--- config.mk ---
export PLATFORM = sky130hd
export DESIGN_NAME = cbez_blend
export DESIGN_NICKNAME = d
export VERILOG_FILES = /design/src/rtl/core/cbez_pkg.sv /design/src/rtl/core/cbez_blend.sv
export SDC_FILE = /design/constraint.sdc
export NUM_CORES = 2
export LEC_CHECK = 0
export BUFFER_PORTS_ARGS = -buffer_cell sky130_fd_sc_hd__buf_4
export CORE_ASPECT_RATIO = 0.9
export CORE_MARGIN = 2
export CORE_UTILIZATION = 45
export CTS_CLUSTER_DIAMETER = 80
export DETAILED_ROUTE_END_ITERATION = 10
export GPL_TIMING_DRIVEN = 0
export PLACE_DENSITY = 0.64
export SYNTH_ARGS = -nofsm -noshare
export SYNTH_HDL_FRONTEND = slang
export SYNTH_SLANG_ARGS = --single-unit
--- constraint.sdc ---
create_clock -name clk -period 9.4 [get_ports clk]
set_input_delay 1.41 -clock clk [delete_from_list [all_inputs] [get_ports clk]]
set_output_delay 1.41 -clock clk [all_outputs]
set_load 0.02 [all_outputs]
--- src/rtl/core/cbez_pkg.sv ---
`timescale 1ns / 1ps
`default_nettype none

package cbez_pkg;

  // Field widths fixed by the word formats.
  localparam int COORD_W = 16;
  localparam int T_W     = 11;

  // Default fraction shift applied to the weights and to the final sum.
  localparam int FRAC_SHIFT_DEF = 15;

  // Widths of the weight arithmetic, fixed by the parameter field width.
  localparam int U3_W   = T_W + 2;          // 3 * u
  localparam int SQ_W   = 2 * T_W;          // t*t, u*u
  localparam int TU3_W  = T_W + U3_W;       // 3 * t * u
  localparam int CUBE_W = T_W + TU3_W;      // widest raw weight

  typedef struct packed {
    logic signed [COORD_W-1:0] p0;
    logic signed [COORD_W-1:0] p1;
    logic signed [COORD_W-1:0] p2;
    logic signed [COORD_W-1:0] p3;
    logic        [T_W-1:0]     param_t;
  } item_t;

  typedef struct packed {
    logic signed [COORD_W-1:0] point;
    logic        [T_W-1:0]     one_minus_t;
  } result_t;

endpackage

`default_nettype wire

--- src/rtl/core/cbez_blend.sv ---
`timescale 1ns / 1ps
`default_nettype none

// Two stages: four signed weight-by-coordinate products, then the sum with a
// floor shift by FRAC_SHIFT into the output register.
module cbez_blend #(
  parameter int FRAC_SHIFT = cbez_pkg::FRAC_SHIFT_DEF,
  parameter int WT_W       = cbez_pkg::CUBE_W - FRAC_SHIFT
) (
  input  wire logic                    clk,
  input  wire logic                    rst,
  input  wire logic                    en,
  input  wire logic                    wt_valid,
  input  wire logic [3:0][WT_W-1:0]    wt,
  input  wire logic [cbez_pkg::T_W-1:0] wt_u,
  input  wire cbez_pkg::item_t         wt_item,
  output logic                         result_valid,
  output cbez_pkg::result_t            result
);
  import cbez_pkg::*;

  localparam int PROD_W = WT_W + 1 + COORD_W;
  localparam int SUM_W  = PROD_W + 2;

  logic                     s4_valid;
  logic signed [PROD_W-1:0] s4_prod [4];
  logic        [T_W-1:0]    s4_u;
  logic signed [SUM_W-1:0]  sum;
  logic signed [SUM_W-1:0]  sum_shr;

  always_comb begin
    sum = SUM_W'(s4_prod[0]) + SUM_W'(s4_prod[1])
        + SUM_W'(s4_prod[2]) + SUM_W'(s4_prod[3]);
    sum_shr = sum >>> FRAC_SHIFT;
  end

  always_ff @(posedge clk) begin
    if (rst) begin
      s4_valid     <= 1'b0;
      result_valid <= 1'b0;
    end else if (en) begin
      s4_valid     <= wt_valid;
      result_valid <= s4_valid;
    end
  end

  always_ff @(posedge clk) begin
    if (en) begin
      s4_prod[0] <= $signed({1'b0, wt[0]}) * wt_item.p0;
      s4_prod[1] <= $signed({1'b0, wt[1]}) * wt_item.p1;
      s4_prod[2] <= $signed({1'b0, wt[2]}) * wt_item.p2;
      s4_prod[3] <= $signed({1'b0, wt[3]}) * wt_item.p3;
      s4_u       <= wt_u;

      result.point       <= sum_shr[COORD_W-1:0];
      result.one_minus_t <= s4_u;
    end
  end

endmodule

`default_nettype wire

* After elaboration in Yosys (flattened, before gate mapping)
Memories as Yosys holds them, arrays and structs flattened. Index checks and enable logic that the tools add are counted.
Word-level totals: input bits 170, latch bits 0, bits in registers 40, logic and storage cells 15, memory bits (writable) 148, bits in read-only memories 0, memories kept 1
Memory list:
- s4_prod | depth 4, bits a word 37, rd ports 4, clocked after memory_dff 0, write ports 4, RTL line cbez_blend.sv:26 | logic signed [PROD_W-1:0] s4_prod [4];
Cells by class: $add $sub $neg 3, equal/unequal tests 0, div/mod/pow operators 0, magnitude comparators 0, shift operators 0, reductions and logical operators 0, muxes and demuxes 2, $mul 4, bitwise logic cells 0
Operators with widths (count):
- multiplier 21 x 16 -> 37 bit | 4
- adder 31 bit | 3
- 2-to-1 mux 1 bit | 2

* Longest topological paths before layout
word-level depth 3, gate-level depth with buffers 25

* Worst setup path before layout
No wires, ideal clock.
path kind input to register, from input wt_item[66] (netlist bit), to memory s4_prod[0][29] (netlist bit), data pin, arrival 7.014 ns, buffers on the path 1, path slack 2.128 ns, library setup time 0.258 ns, cell stages on the path 23, required time 9.142 ns, path through clkbuf_1 > nand2_1 > fa_1 > inv_1 > fa_1 > inv_1 > fa_1 > inv_1 > fa_1 > fa_1 > inv_1 > fa_1 > inv_1 > ha_1 > and3_1 > and3_1 > a211oi_2 > o21ai_2 > a41o_1 > a2111o_1 > a31o_1 > a21oi_2 > xnor2_1
RTL lines:
- start, declared | RTL line cbez_blend.sv:16 | input wire cbez_pkg::item_t wt_item,
- end, declared | RTL line cbez_blend.sv:26

==> results.py <==
metrics = {
    "sta": {
        "tns_ns": 0,
        "report.final.hold_viol_count": 0,
        "finalSetupViolCount": 0,
        "clock_skew_ns": 0.0155,
        "slew_viol_final": 0,
        "tightest_slew_ns": 0.836,
        "min_period_ns": 8.29,
        "timing.fmax_ghz": 0.121,
        "slew_headroom_pct": 44.3,
        "rsz0062_at_grt": "false",
        "period_share_pct": 88.2,
    },
    "clock_tree": {
        "clock-sinks": 164,
        "cts_tree": "yes",
        "cts_resized": 0,
        "cts_root_buf": "clkbuf_16",
        "holdBufCountCts": 0,
        "clk_latency_ns": 0.49,
        "cts_max_level": 4,
        "clockBufferDepth": 3,
        "postCtsSetupRepairBufs": 0,
        "path_clk_slew_ns": 0.06,
        "numCtsBuffers": 25,
    },
    "global_route": {
        "grt_max_degree": 106,
        "track_usage_pct": 24.7,
        "grt_pass1_vias": 36100,
        "grt_pass1_wl_mm": 202,
        "grt_overflow": 0,
        "antenna_found_initial": 0,
    },
    "yosys": {
        "synth_fp_nets": 6567,
        "mappedNetlistArea_um2": 46800,
        "yosysMostFrequentCell": "inv_1",
        "yosysUniqueCellTypes": 65,
        "synth_common_cells": "1202 x inv_1, 1031 x fa_1, 626 x nand2_1",
        "async_flop_share_pct": 0,
        "postSynth.topFlopCell": "edfxtp_1",
        "synth.yosys.seq_area_share_pct": 10.5,
        "synth_cells": 4950,
        "synth.avg_cell_area_um2": 9.45,
        "synth_top_area_share_pct": 44.1,
        "yosys-top-cells-area": "fa_1 44%, ha_1 11%, edfxtp_1 10%, inv_1 9.6%, and2_1 7.9%",
        "ys_ff_latch": 164,
        "synth_edf_count": 162,
        "yosysWarnings": 0,
        "synth_top_area_cell": "fa_1",
    },
    "critical_path": {
        "cp.arrival_ns": 8.46,
        "crit_type": "in -> reg",
        "required_ns": 9.57,
        "critPathLaunchType": "input pin",
        "critPathCaptureType": "flip-flop",
        "cp_max_fo": 10,
    },
    "final_layout": {
        "area_delta_synth_final_pct": 7.43,
        "drive_gt1_share_pct": 3.71,
        "n_antenna_cell": 0,
        "nNetsFinal": 6733,
        "fillers": 9697,
    },
    "placement": {
        "routabilityCongestion": 0.934,
        "dp_hpwl_mm": 106,
        "portBuffers": 138,
    },
    "floorplanning": {
        "initial_core_util_pct": 45.3,
        "core_um2": 103000,
        "boundaryPins": 198,
        "die_width_um": 344,
        "die_h_um": 310,
        "fp.dieArea_um2": 106000,
        "rows": 112,
    },
    "route": {
        "firstDrtPassIters": 6,
        "dr_total_vias": 33400,
        "drtIter0Drc": 2245,
        "drcViolationCount": 0,
        "ant_nets": 0,
        "wl_mm": 126,
        "wl_per_cell_um": 19.4,
        "viasPerCell": 5.15,
    },
    "job": {
        "drv_cap": 0,
    },
    "status": {
        "outcome": "completed",
    },
    "worst_hold_path": {
        "hold_path_class": "reg -> reg",
    },
}
==> layout by cell type (no fill, tap or decap), drive strengths merged, types with 10 or more instances in the layout <==
master / n
and2: 589
clkbuf: 222
fa: 1031
nand3: 21
o21a: 19
o211ai: 15
inv: 1204
buf: 144
edfxtp: 162
ha: 416
nor2: 108
a21oi: 97
xor2: 36
xnor2: 120
nor2b: 10
nor3: 14
o21bai: 19
nand2b: 39
and3: 16
a211oi: 20
o21ai: 61
nand2: 626
a21o: 47
==> cell type report <==
class / count / area [um^2] / share of cell area [%]
plain buffers: 199 / 748 / 1.49
clock buffers: 28 / 647 / 1.29
clock inverters: 4 / 46.3 / 0.0922
inverters: 1205 / 4520 / 9.01
multi-input cells: 3382 / 36600 / 72.8
flip-flops and latches: 164 / 4900 / 9.77
well taps: 1368 / 1710 / 3.41
repair buffers: 139 / 1070 / 2.12
==> flip-flops by register name, summed over array words and instances (netlist names) <==
signal,count
s4_prod,124
s4_valid,1
s4_u,11
result_valid,1
result,27
==> kinds of logic (layout without fill, tap and decap cells) <==
kind of cell    count (synthesis)  in the layout  synth area share [%]
mux                             2              2                0.0428
xor+xnor                      156            156                  2.92
buf+inv                      1404           1575                  11.3
flops                         164            164                  10.5
fa+ha+maj                    1447           1447                  55.3
simple gates                 1450           1450                  15.4
compound gates                327            327                  4.58
==> path summary, 6_finish.rpt <==
path	start	endpoint	slack, ns	cells after the start
max	wt_item[22]	s4_prod[3][30]$_DFFE_PP_	1.11	23
min	s4_u[9]$_DFFE_PP_	result[9]$_DFFE_PP_	0.42	0
max reg2reg	s4_prod[0][17]$_DFFE_PP_	result[25]$_DFFE_PP_	5.10	12
min reg2reg	s4_u[9]$_DFFE_PP_	result[9]$_DFFE_PP_	0.42	0
==> routing by layer <==
metal | up-vias | routed length [um] | global-route usage, %
li1 | 14900 | - | -
met1 | 17100 | 53900 | 34.0
met2 | 1108 | 59900 | 41.2
met3 | 221 | 8150 | 3.60
met4 | 0 | 3650 | 6.21
met5 | - | 0 | 0
==> critical path, stage by stage <==
cell and delay, ns:
buf_4 0.08, clkbuf_1 0.47, clkbuf_1 0.53, nand2_1 0.17, fa_1 0.43, inv_1 0.08, fa_1 0.45, fa_1 0.62
fa_1 0.44, fa_1 0.48, inv_1 0.05, fa_1 0.51, inv_1 0.06, ha_1 0.37, and3_1 0.25, and3_1 0.19
a2bb2oi_1 0.13, o21ai_0 0.25, nor4_1 0.38, o21ai_0 0.18, a21oi_1 0.19, o21bai_1 0.10, xnor2_1 0.61
==> through the flow <==
stage / util [%] / std cells / hold slack, ns / area, um^2 / setup WS [ns]
after floorplan: - / 4950 / 0.400 / 46800 / 2.13
after CTS: 48.6 / 6489 / 0.421 / 50200 / 1.13
after global placement: 47.9 / 6456 / 0.401 / 49500 / 0.696
final: 48.6 / 6489 / 0.419 / 50200 / 1.11
after global routing: 48.6 / 6489 / 0.426 / 50200 / 0.755
after detailed placement: 48.0 / 6457 / 0.405 / 49500 / 0.673
Power is not shown: default switching activity piles up to over one toggle a cycle in this logic, so the estimate is an artifact.
