--- src/rtl/core/cbez_pkg.sv ---
`timescale 1ns / 1ps
`default_nettype none

package cbez_pkg;

  // Field widths fixed by the word formats.
  localparam int COORD_W = 16;
  localparam int T_W     = 11;

  // Default fraction shift applied to the weights and to the final sum.
  localparam int FRAC_SHIFT_DEF = 15;

  // Widths of the weight arithmetic, fixed by the parameter field width.
  localparam int U3_W   = T_W + 2;          // 3 * u
  localparam int SQ_W   = 2 * T_W;          // t*t, u*u
  localparam int TU3_W  = T_W + U3_W;       // 3 * t * u
  localparam int CUBE_W = T_W + TU3_W;      // widest raw weight

  typedef struct packed {
    logic signed [COORD_W-1:0] p0;
    logic signed [COORD_W-1:0] p1;
    logic signed [COORD_W-1:0] p2;
    logic signed [COORD_W-1:0] p3;
    logic        [T_W-1:0]     param_t;
  } item_t;

  typedef struct packed {
    logic signed [COORD_W-1:0] point;
    logic        [T_W-1:0]     one_minus_t;
  } result_t;

endpackage

`default_nettype wire

--- src/rtl/core/cbez_weights.sv ---
`timescale 1ns / 1ps
`default_nettype none

// Three stages: saturate t and form u and 3u; squares and 3tu; the four
// Bernstein weights, each truncated by FRAC_SHIFT. The coordinates ride along.
module cbez_weights #(
  parameter int FRAC_SHIFT = cbez_pkg::FRAC_SHIFT_DEF,
  parameter int WT_W       = cbez_pkg::CUBE_W - FRAC_SHIFT
) (
  input  wire logic                    clk,
  input  wire logic                    rst,
  input  wire logic                    en,
  input  wire logic                    item_valid,
  input  wire cbez_pkg::item_t         item,
  output logic                         wt_valid,
  output logic [3:0][WT_W-1:0]         wt,
  output logic [cbez_pkg::T_W-1:0]     wt_u,
  output cbez_pkg::item_t              wt_item
);
  import cbez_pkg::*;

  localparam int ONE_SHIFT = (2 * FRAC_SHIFT) / 3;
  localparam int ONE       = 1 << ONE_SHIFT;

  // Stage 1
  logic              s1_valid;
  logic [T_W-1:0]    s1_t;
  logic [T_W-1:0]    s1_u;
  logic [U3_W-1:0]   s1_u3;
  item_t             s1_item;
  logic [T_W-1:0]    t_sat;
  logic [T_W-1:0]    u_val;

  // Stage 2
  logic              s2_valid;
  logic [T_W-1:0]    s2_t;
  logic [T_W-1:0]    s2_u;
  logic [SQ_W-1:0]   s2_tt;
  logic [SQ_W-1:0]   s2_uu;
  logic [TU3_W-1:0]  s2_tu3;
  item_t             s2_item;

  // Stage 3 raw weights
  logic [CUBE_W-1:0] raw0;
  logic [CUBE_W-1:0] raw1;
  logic [CUBE_W-1:0] raw2;
  logic [CUBE_W-1:0] raw3;

  always_comb begin
    t_sat = (item.param_t > T_W'(ONE)) ? T_W'(ONE) : item.param_t;
    u_val = T_W'(ONE) - t_sat;
  end

  always_comb begin
    raw0 = CUBE_W'(s2_uu) * CUBE_W'(s2_u);
    raw1 = CUBE_W'(s2_tu3) * CUBE_W'(s2_u);
    raw2 = CUBE_W'(s2_tu3) * CUBE_W'(s2_t);
    raw3 = CUBE_W'(s2_tt) * CUBE_W'(s2_t);
  end

  always_ff @(posedge clk) begin
    if (rst) begin
      s1_valid <= 1'b0;
      s2_valid <= 1'b0;
      wt_valid <= 1'b0;
    end else if (en) begin
      s1_valid <= item_valid;
      s2_valid <= s1_valid;
      wt_valid <= s2_valid;
    end
  end

  always_ff @(posedge clk) begin
    if (en) begin
      s1_t    <= t_sat;
      s1_u    <= u_val;
      s1_u3   <= U3_W'(u_val) + (U3_W'(u_val) << 1);
      s1_item <= item;

      s2_t    <= s1_t;
      s2_u    <= s1_u;
      s2_tt   <= SQ_W'(s1_t) * SQ_W'(s1_t);
      s2_uu   <= SQ_W'(s1_u) * SQ_W'(s1_u);
      s2_tu3  <= TU3_W'(s1_t) * TU3_W'(s1_u3);
      s2_item <= s1_item;

      wt[0]   <= WT_W'(raw0 >> FRAC_SHIFT);
      wt[1]   <= WT_W'(raw1 >> FRAC_SHIFT);
      wt[2]   <= WT_W'(raw2 >> FRAC_SHIFT);
      wt[3]   <= WT_W'(raw3 >> FRAC_SHIFT);
      wt_u    <= s2_u;
      wt_item <= s2_item;
    end
  end

endmodule

`default_nettype wire

--- config.mk ---
export PLATFORM = sky130hd
export DESIGN_NAME = cbez_weights
export DESIGN_NICKNAME = d
export VERILOG_FILES = /design/src/rtl/core/cbez_pkg.sv /design/src/rtl/core/cbez_weights.sv
export SDC_FILE = /design/constraint.sdc
export NUM_CORES = 2
export LEC_CHECK = 0
export BUFFER_PORTS_ARGS = -buffer_cell sky130_fd_sc_hd__buf_2
export CORE_UTILIZATION = 30
export CTS_CLUSTER_SIZE = 8
export DETAILED_ROUTE_END_ITERATION = 6
export HOLD_SLACK_MARGIN = 0.15
export PLACE_DENSITY = 0.49
export REMOVE_ABC_BUFFERS = 1
export SKIP_CTS_REPAIR_TIMING = 1
export SLEW_MARGIN = 20
export SYNTH_ARGS = -nofsm -noshare
export SYNTH_HDL_FRONTEND = slang
export SYNTH_SLANG_ARGS = --single-unit
--- constraint.sdc ---
create_clock -name clk -period 5.9 [get_ports clk]
set_clock_uncertainty 0.05 [all_clocks]
set_input_delay 0 -clock clk [delete_from_list [all_inputs] [get_ports clk]]
set_output_delay 0 -clock clk [all_outputs]
set_load 0.03 [all_outputs]
Word level (Yosys, flattened, before mapping)
Index checks and enable logic that the tools add are counted.

Register bits after elaboration: 440. Output and inout port bits: 167. Input port bits: 79. Word-level logic and storage cells: 42.

Mux-type cells: 1. Multiply operators: 7. Add/sub/neg operators: 2. Order comparisons: 1.

Operators with widths (count): $mul A24 B11 Y35 (2); $mul A22 B11 Y33 (2); $mul A11 B11 Y22 (2); $mul A11 B13 Y24 (1); $add A11 B12 Y13 (1); $gt A11 B11 Y1 const B (1); $mux W11 (1); $sub A11 B11 Y11 const A (1).

Longest topological paths before layout
Depth after elaboration: 4. Mapped depth: 23. Mapped depth without buffers: 22.

Least setup slack after synthesis
OpenSTA, ideal clock, no wires.

Path kind: reg-to-reg. Start point: register s2_t[2]. End point: register wt[59] (netlist bit) (data pin). Path buffers: 2. Required time: 5590 ps. Path slack: 75 ps. Arrival time: 5515 ps. Cell stages (with the launch flop): 24. Clock period less this slack: 5825 ps. Setup time: 260 ps. Cells stage by stage: edfxtp_1 -> clkbuf_1 -> clkbuf_1 -> nand2_1 -> fa_1 -> inv_1 -> fa_1 -> inv_1 -> fa_1 -> inv_1 -> fa_1 -> inv_1 -> fa_1 -> inv_1 -> ha_1 -> nand3_1 -> nor4_1 -> nand2_1 -> o32ai_2 -> o41ai_4 -> o31ai_2 -> a21o_1 -> a21oi_1 -> xnor2_1.

Longest elaborated chain between the ends: 1.

Ends and longest elaborated chain: start, declared (RTL line cbez_weights.sv:36) `logic [T_W-1:0] s2_t;`; start signal, assigned (RTL line cbez_weights.sv:80) `s2_t <= s1_t;`; $mul A24 B11 Y35 (RTL line cbez_weights.sv:57) `raw2 = CUBE_W'(s2_tu3) * CUBE_W'(s2_t);`; via raw2[34] (RTL line cbez_weights.sv:46) `logic [CUBE_W-1:0] raw2;`; end, declared (RTL line cbez_weights.sv:16) `output logic [3:0][WT_W-1:0] wt,`.

The timed path passes the listed nets, and every way through them passes these cells. A chain may end at the register's enable or synchronous reset.

Worst setup path after layout
Start point: register s2_t[8]. End point: register wt[59] (netlist bit) (data pin).

The elaborated chain is that of the path after synthesis.

==> impl_metrics.env <==
export IMPL_drt_total_wl_um=133000
export IMPL_chipWidth_um=423
export IMPL_dp_hpwl_um=103000
export IMPL_synth_edf_count=427
export IMPL_worst_slew_pin_slew_ns=1.02
export IMPL_grt_max_degree=186
export IMPL_synth_xor_area_frac=0.0244
export IMPL_grt_total_usage=0.147
export IMPL_synth_compound_area_share=0.0435
export IMPL_crit_type="reg2reg"
export IMPL_gp_congestion=0.818
export IMPL_period_minus_slack_ns=5.93
export IMPL_synth_avg_cell_area_um2=10.5
export IMPL_firstDrtPassIters=5
export IMPL_r2r_start="s2_t[8]"
export IMPL_synth_async_reset_ratio=0
export IMPL_netlist_area_um2=53100
export IMPL_min_path_cells=2
export IMPL_grt_pass1_vias=38000
export IMPL_syn_to_final_growth_pct=20.9
export IMPL_synth_top_cells_by_count="1,038 x inv_1, 953 x fa_1, 734 x nand2_1, 475 x and2_1, 462 x ha_1"
export IMPL_route_vias_total=35700
export IMPL_ys_seq_area_frac=0.243
export IMPL_grt_pass1_wl_um=207000
export IMPL_placed_area_um2=59400
export IMPL_drv_cap=0
export IMPL_ys_flop_type="edfxtp_1"
export IMPL_die_area_um2=179000
export IMPL_violations="negative setup slack"
export IMPL_layout_setup_ws_ns=-0.0260
export IMPL_finalNetCount=7176
export IMPL_crit_fanout=6
export IMPL_antenna_found_initial=4
export IMPL_ys_seq_elements=430
export IMPL_r2r_slack_ns=-0.03
export IMPL_synth_area_leaders="fa_1 36%, edfxtp_1 24%, ha_1 11%, inv_1 7.3%, and2_1 5.6%"
export IMPL_ant_nets=0
export IMPL_htreeDepth=3
export IMPL_postLayoutCellArea_um2=64200
export IMPL_crit_required_ns=6.25
export IMPL_setup_viol=2
export IMPL_rsz0062_at_grt="yes"
export IMPL_portBuffers=241
export IMPL_min_period_over_period=1.00
export IMPL_drive_gt1_frac=0.146
export IMPL_slowest_delay_ns=0.58
export IMPL_cp_top_family="adder cells"
export IMPL_slew_headroom=0.318
export IMPL_initialDrtViolationCount=1483
export IMPL_cp_slowest_cell="fa_1"
export IMPL_synth_fa_ha_area_frac=0.468
export IMPL_synth_top_area_share=0.359
export IMPL_status="finished with violations"
export IMPL_drv_slew=0
export IMPL_die_y_um=423
export IMPL_critPathBufInv=6
export IMPL_clockBufferDepth=3
export IMPL_worstHoldPathType="in2reg"
export IMPL_min_from="item[3]"
export IMPL_synth_top_family_by_area="adder cells"
export IMPL_synthMuxAreaShare=0.000990
export IMPL_route_detailed_drc=0
export IMPL_placementRows=154
export IMPL_path_clk_slew_ns=0.06
export IMPL_startpoint_type="flop"
export IMPL_crit_top_cell="fa_1"
export IMPL_grt_overflow=0
export IMPL_root_buffer="clkbuf_16"
export IMPL_core_um2=176000
export IMPL_clkLatencyLatePin_ns=0.65
export IMPL_cts_buffers=67
export IMPL_synth_most_common_cell="inv_1"
export IMPL_cp_data_arrival_time_ns=6.27
export IMPL_crit_chain="buf_6 -> buf_12 -> and2_4 -> fa_1 -> fa_1 -> fa_1 -> fa_1 -> inv_2 -> fa_1 -> inv_2 -> ha_4 -> buf_6 -> nand2_4 -> nor4_4 -> buf_4 -> nand2_4 -> o32ai_4 -> o41ai_4 -> o31ai_2 -> a21o_1 -> a21oi_2 -> xnor2_1"
export IMPL_wire_per_inst_um=16.5
export IMPL_via_per_inst=4.44
export IMPL_syn_instance_count=5053
export IMPL_holdPathEnd="s1_item[3]"
export IMPL_timing_final_hold_violations=0
export IMPL_cts_tree="built"
export IMPL_r2r_cells=22
export IMPL_rr_endpoint="wt[59]"
export IMPL_start_util=0.302
export IMPL_yosysTopAreaCell="fa_1"
export IMPL_max_freq_mhz=169
export IMPL_ios=246
export IMPL_clock_sinks=430
export IMPL_yosys_warnings=0
export IMPL_yosys_area_share_simple=0.130
export IMPL_endpoint_kind="flop"
export IMPL_ys_types=69
layer usage:
layer	vias up	GRT usage	wire (um)
met4	0	0.0441	3400
met2	595	0.257	66100
li1	16700	-	-
met1	18300	0.188	57300
met3	137	0.0220	5820
met5	-	0	0
through the flow:
stage	setup slack, ns	cells	hold slack (ns)	utilization	TNS (ns)
after detailed placement	-0.280	7756	0.128	0.337	-3.40
final	-0.0260	8055	0.166	0.365	-0.0325
after global routing	-0.220	8054	0.157	0.365	-1.72
after CTS	-0.288	7854	-0.571	0.348	-3.95
after global placement	-0.297	7756	0.126	0.337	-3.82
after floorplan	-0.173	4840	0.0224	-	-0.504
cell type report:
type | count | area, um^2
diodes | 4 | 10.0
clock buffers | 83 | 1760
clock inverters | 15 | 150
fillers | 17500 | 112000
inverters | 1038 | 3900
multi-input cells | 3372 | 36100
flip-flops and latches | 430 | 12900
well taps | 2340 | 2930
repair buffers | 773 | 6410
registers in the layout (all words and copies together) (netlist names):
signal    cells
wt           76
s1_item      75
s2_item      75
wt_item      75
s2_tu3       22
s2_tt        20
s2_uu        20
s1_t         11
s1_u3        11
s2_t         11
wt_u         11
s1_u         10
s2_u         10
s1_valid      1
s2_valid      1
wt_valid      1
cells in the final DEF, fill, tap and decap left out, drive strengths merged, types with 9 or more instances in the layout:
master,instances
inv,1041
fa,953
nand2,734
buf,614
and2,475
ha,462
edfxtp,427
dlygate4sd3,152
a21oi,115
xnor2,102
clkbuf,90
nor2,85
a21o,65
o21ai,61
xor2,46
nor2b,32
conb,24
nor3,22
nand3,22
o21bai,16
nand2b,14
clkinv,12
and3,10
nand4,9
o21a,9
a31oi,9
cells by family after synthesis:
| logic type | after synthesis |
|---|---|
| AO/OA/AOI/OAI | 345 |
| multiplexers | 5 |
| buffers and inverters | 1273 |
| adder cells (fa/ha/maj) | 1415 |
| other | 2 |
| XOR/XNOR | 148 |
| AND/OR/NAND/NOR | 1435 |
| flip-flops | 430 |
worst max-delay path by stage:
| stage | start | end | slack (ns) | depth (start not counted) |
|---|---|---|---|---|
| after global routing | s2_t[2] | wt[59] | -0.22 | 20 |
| after floorplan | s2_t[2] | wt[59] | -0.17 | 21 |
| after detailed placement | s2_t[5] | wt[76] | -0.28 | 21 |
| final | s2_t[8] | wt[59] | -0.03 | 22 |
| after global placement | s2_tu3[17] | wt[59] | -0.30 | 23 |
| after CTS | s2_t[5] | wt[76] | -0.29 | 21 |
Power is not shown: default switching activity piles up to over one toggle a cycle in this logic, so the estimate is an artifact.
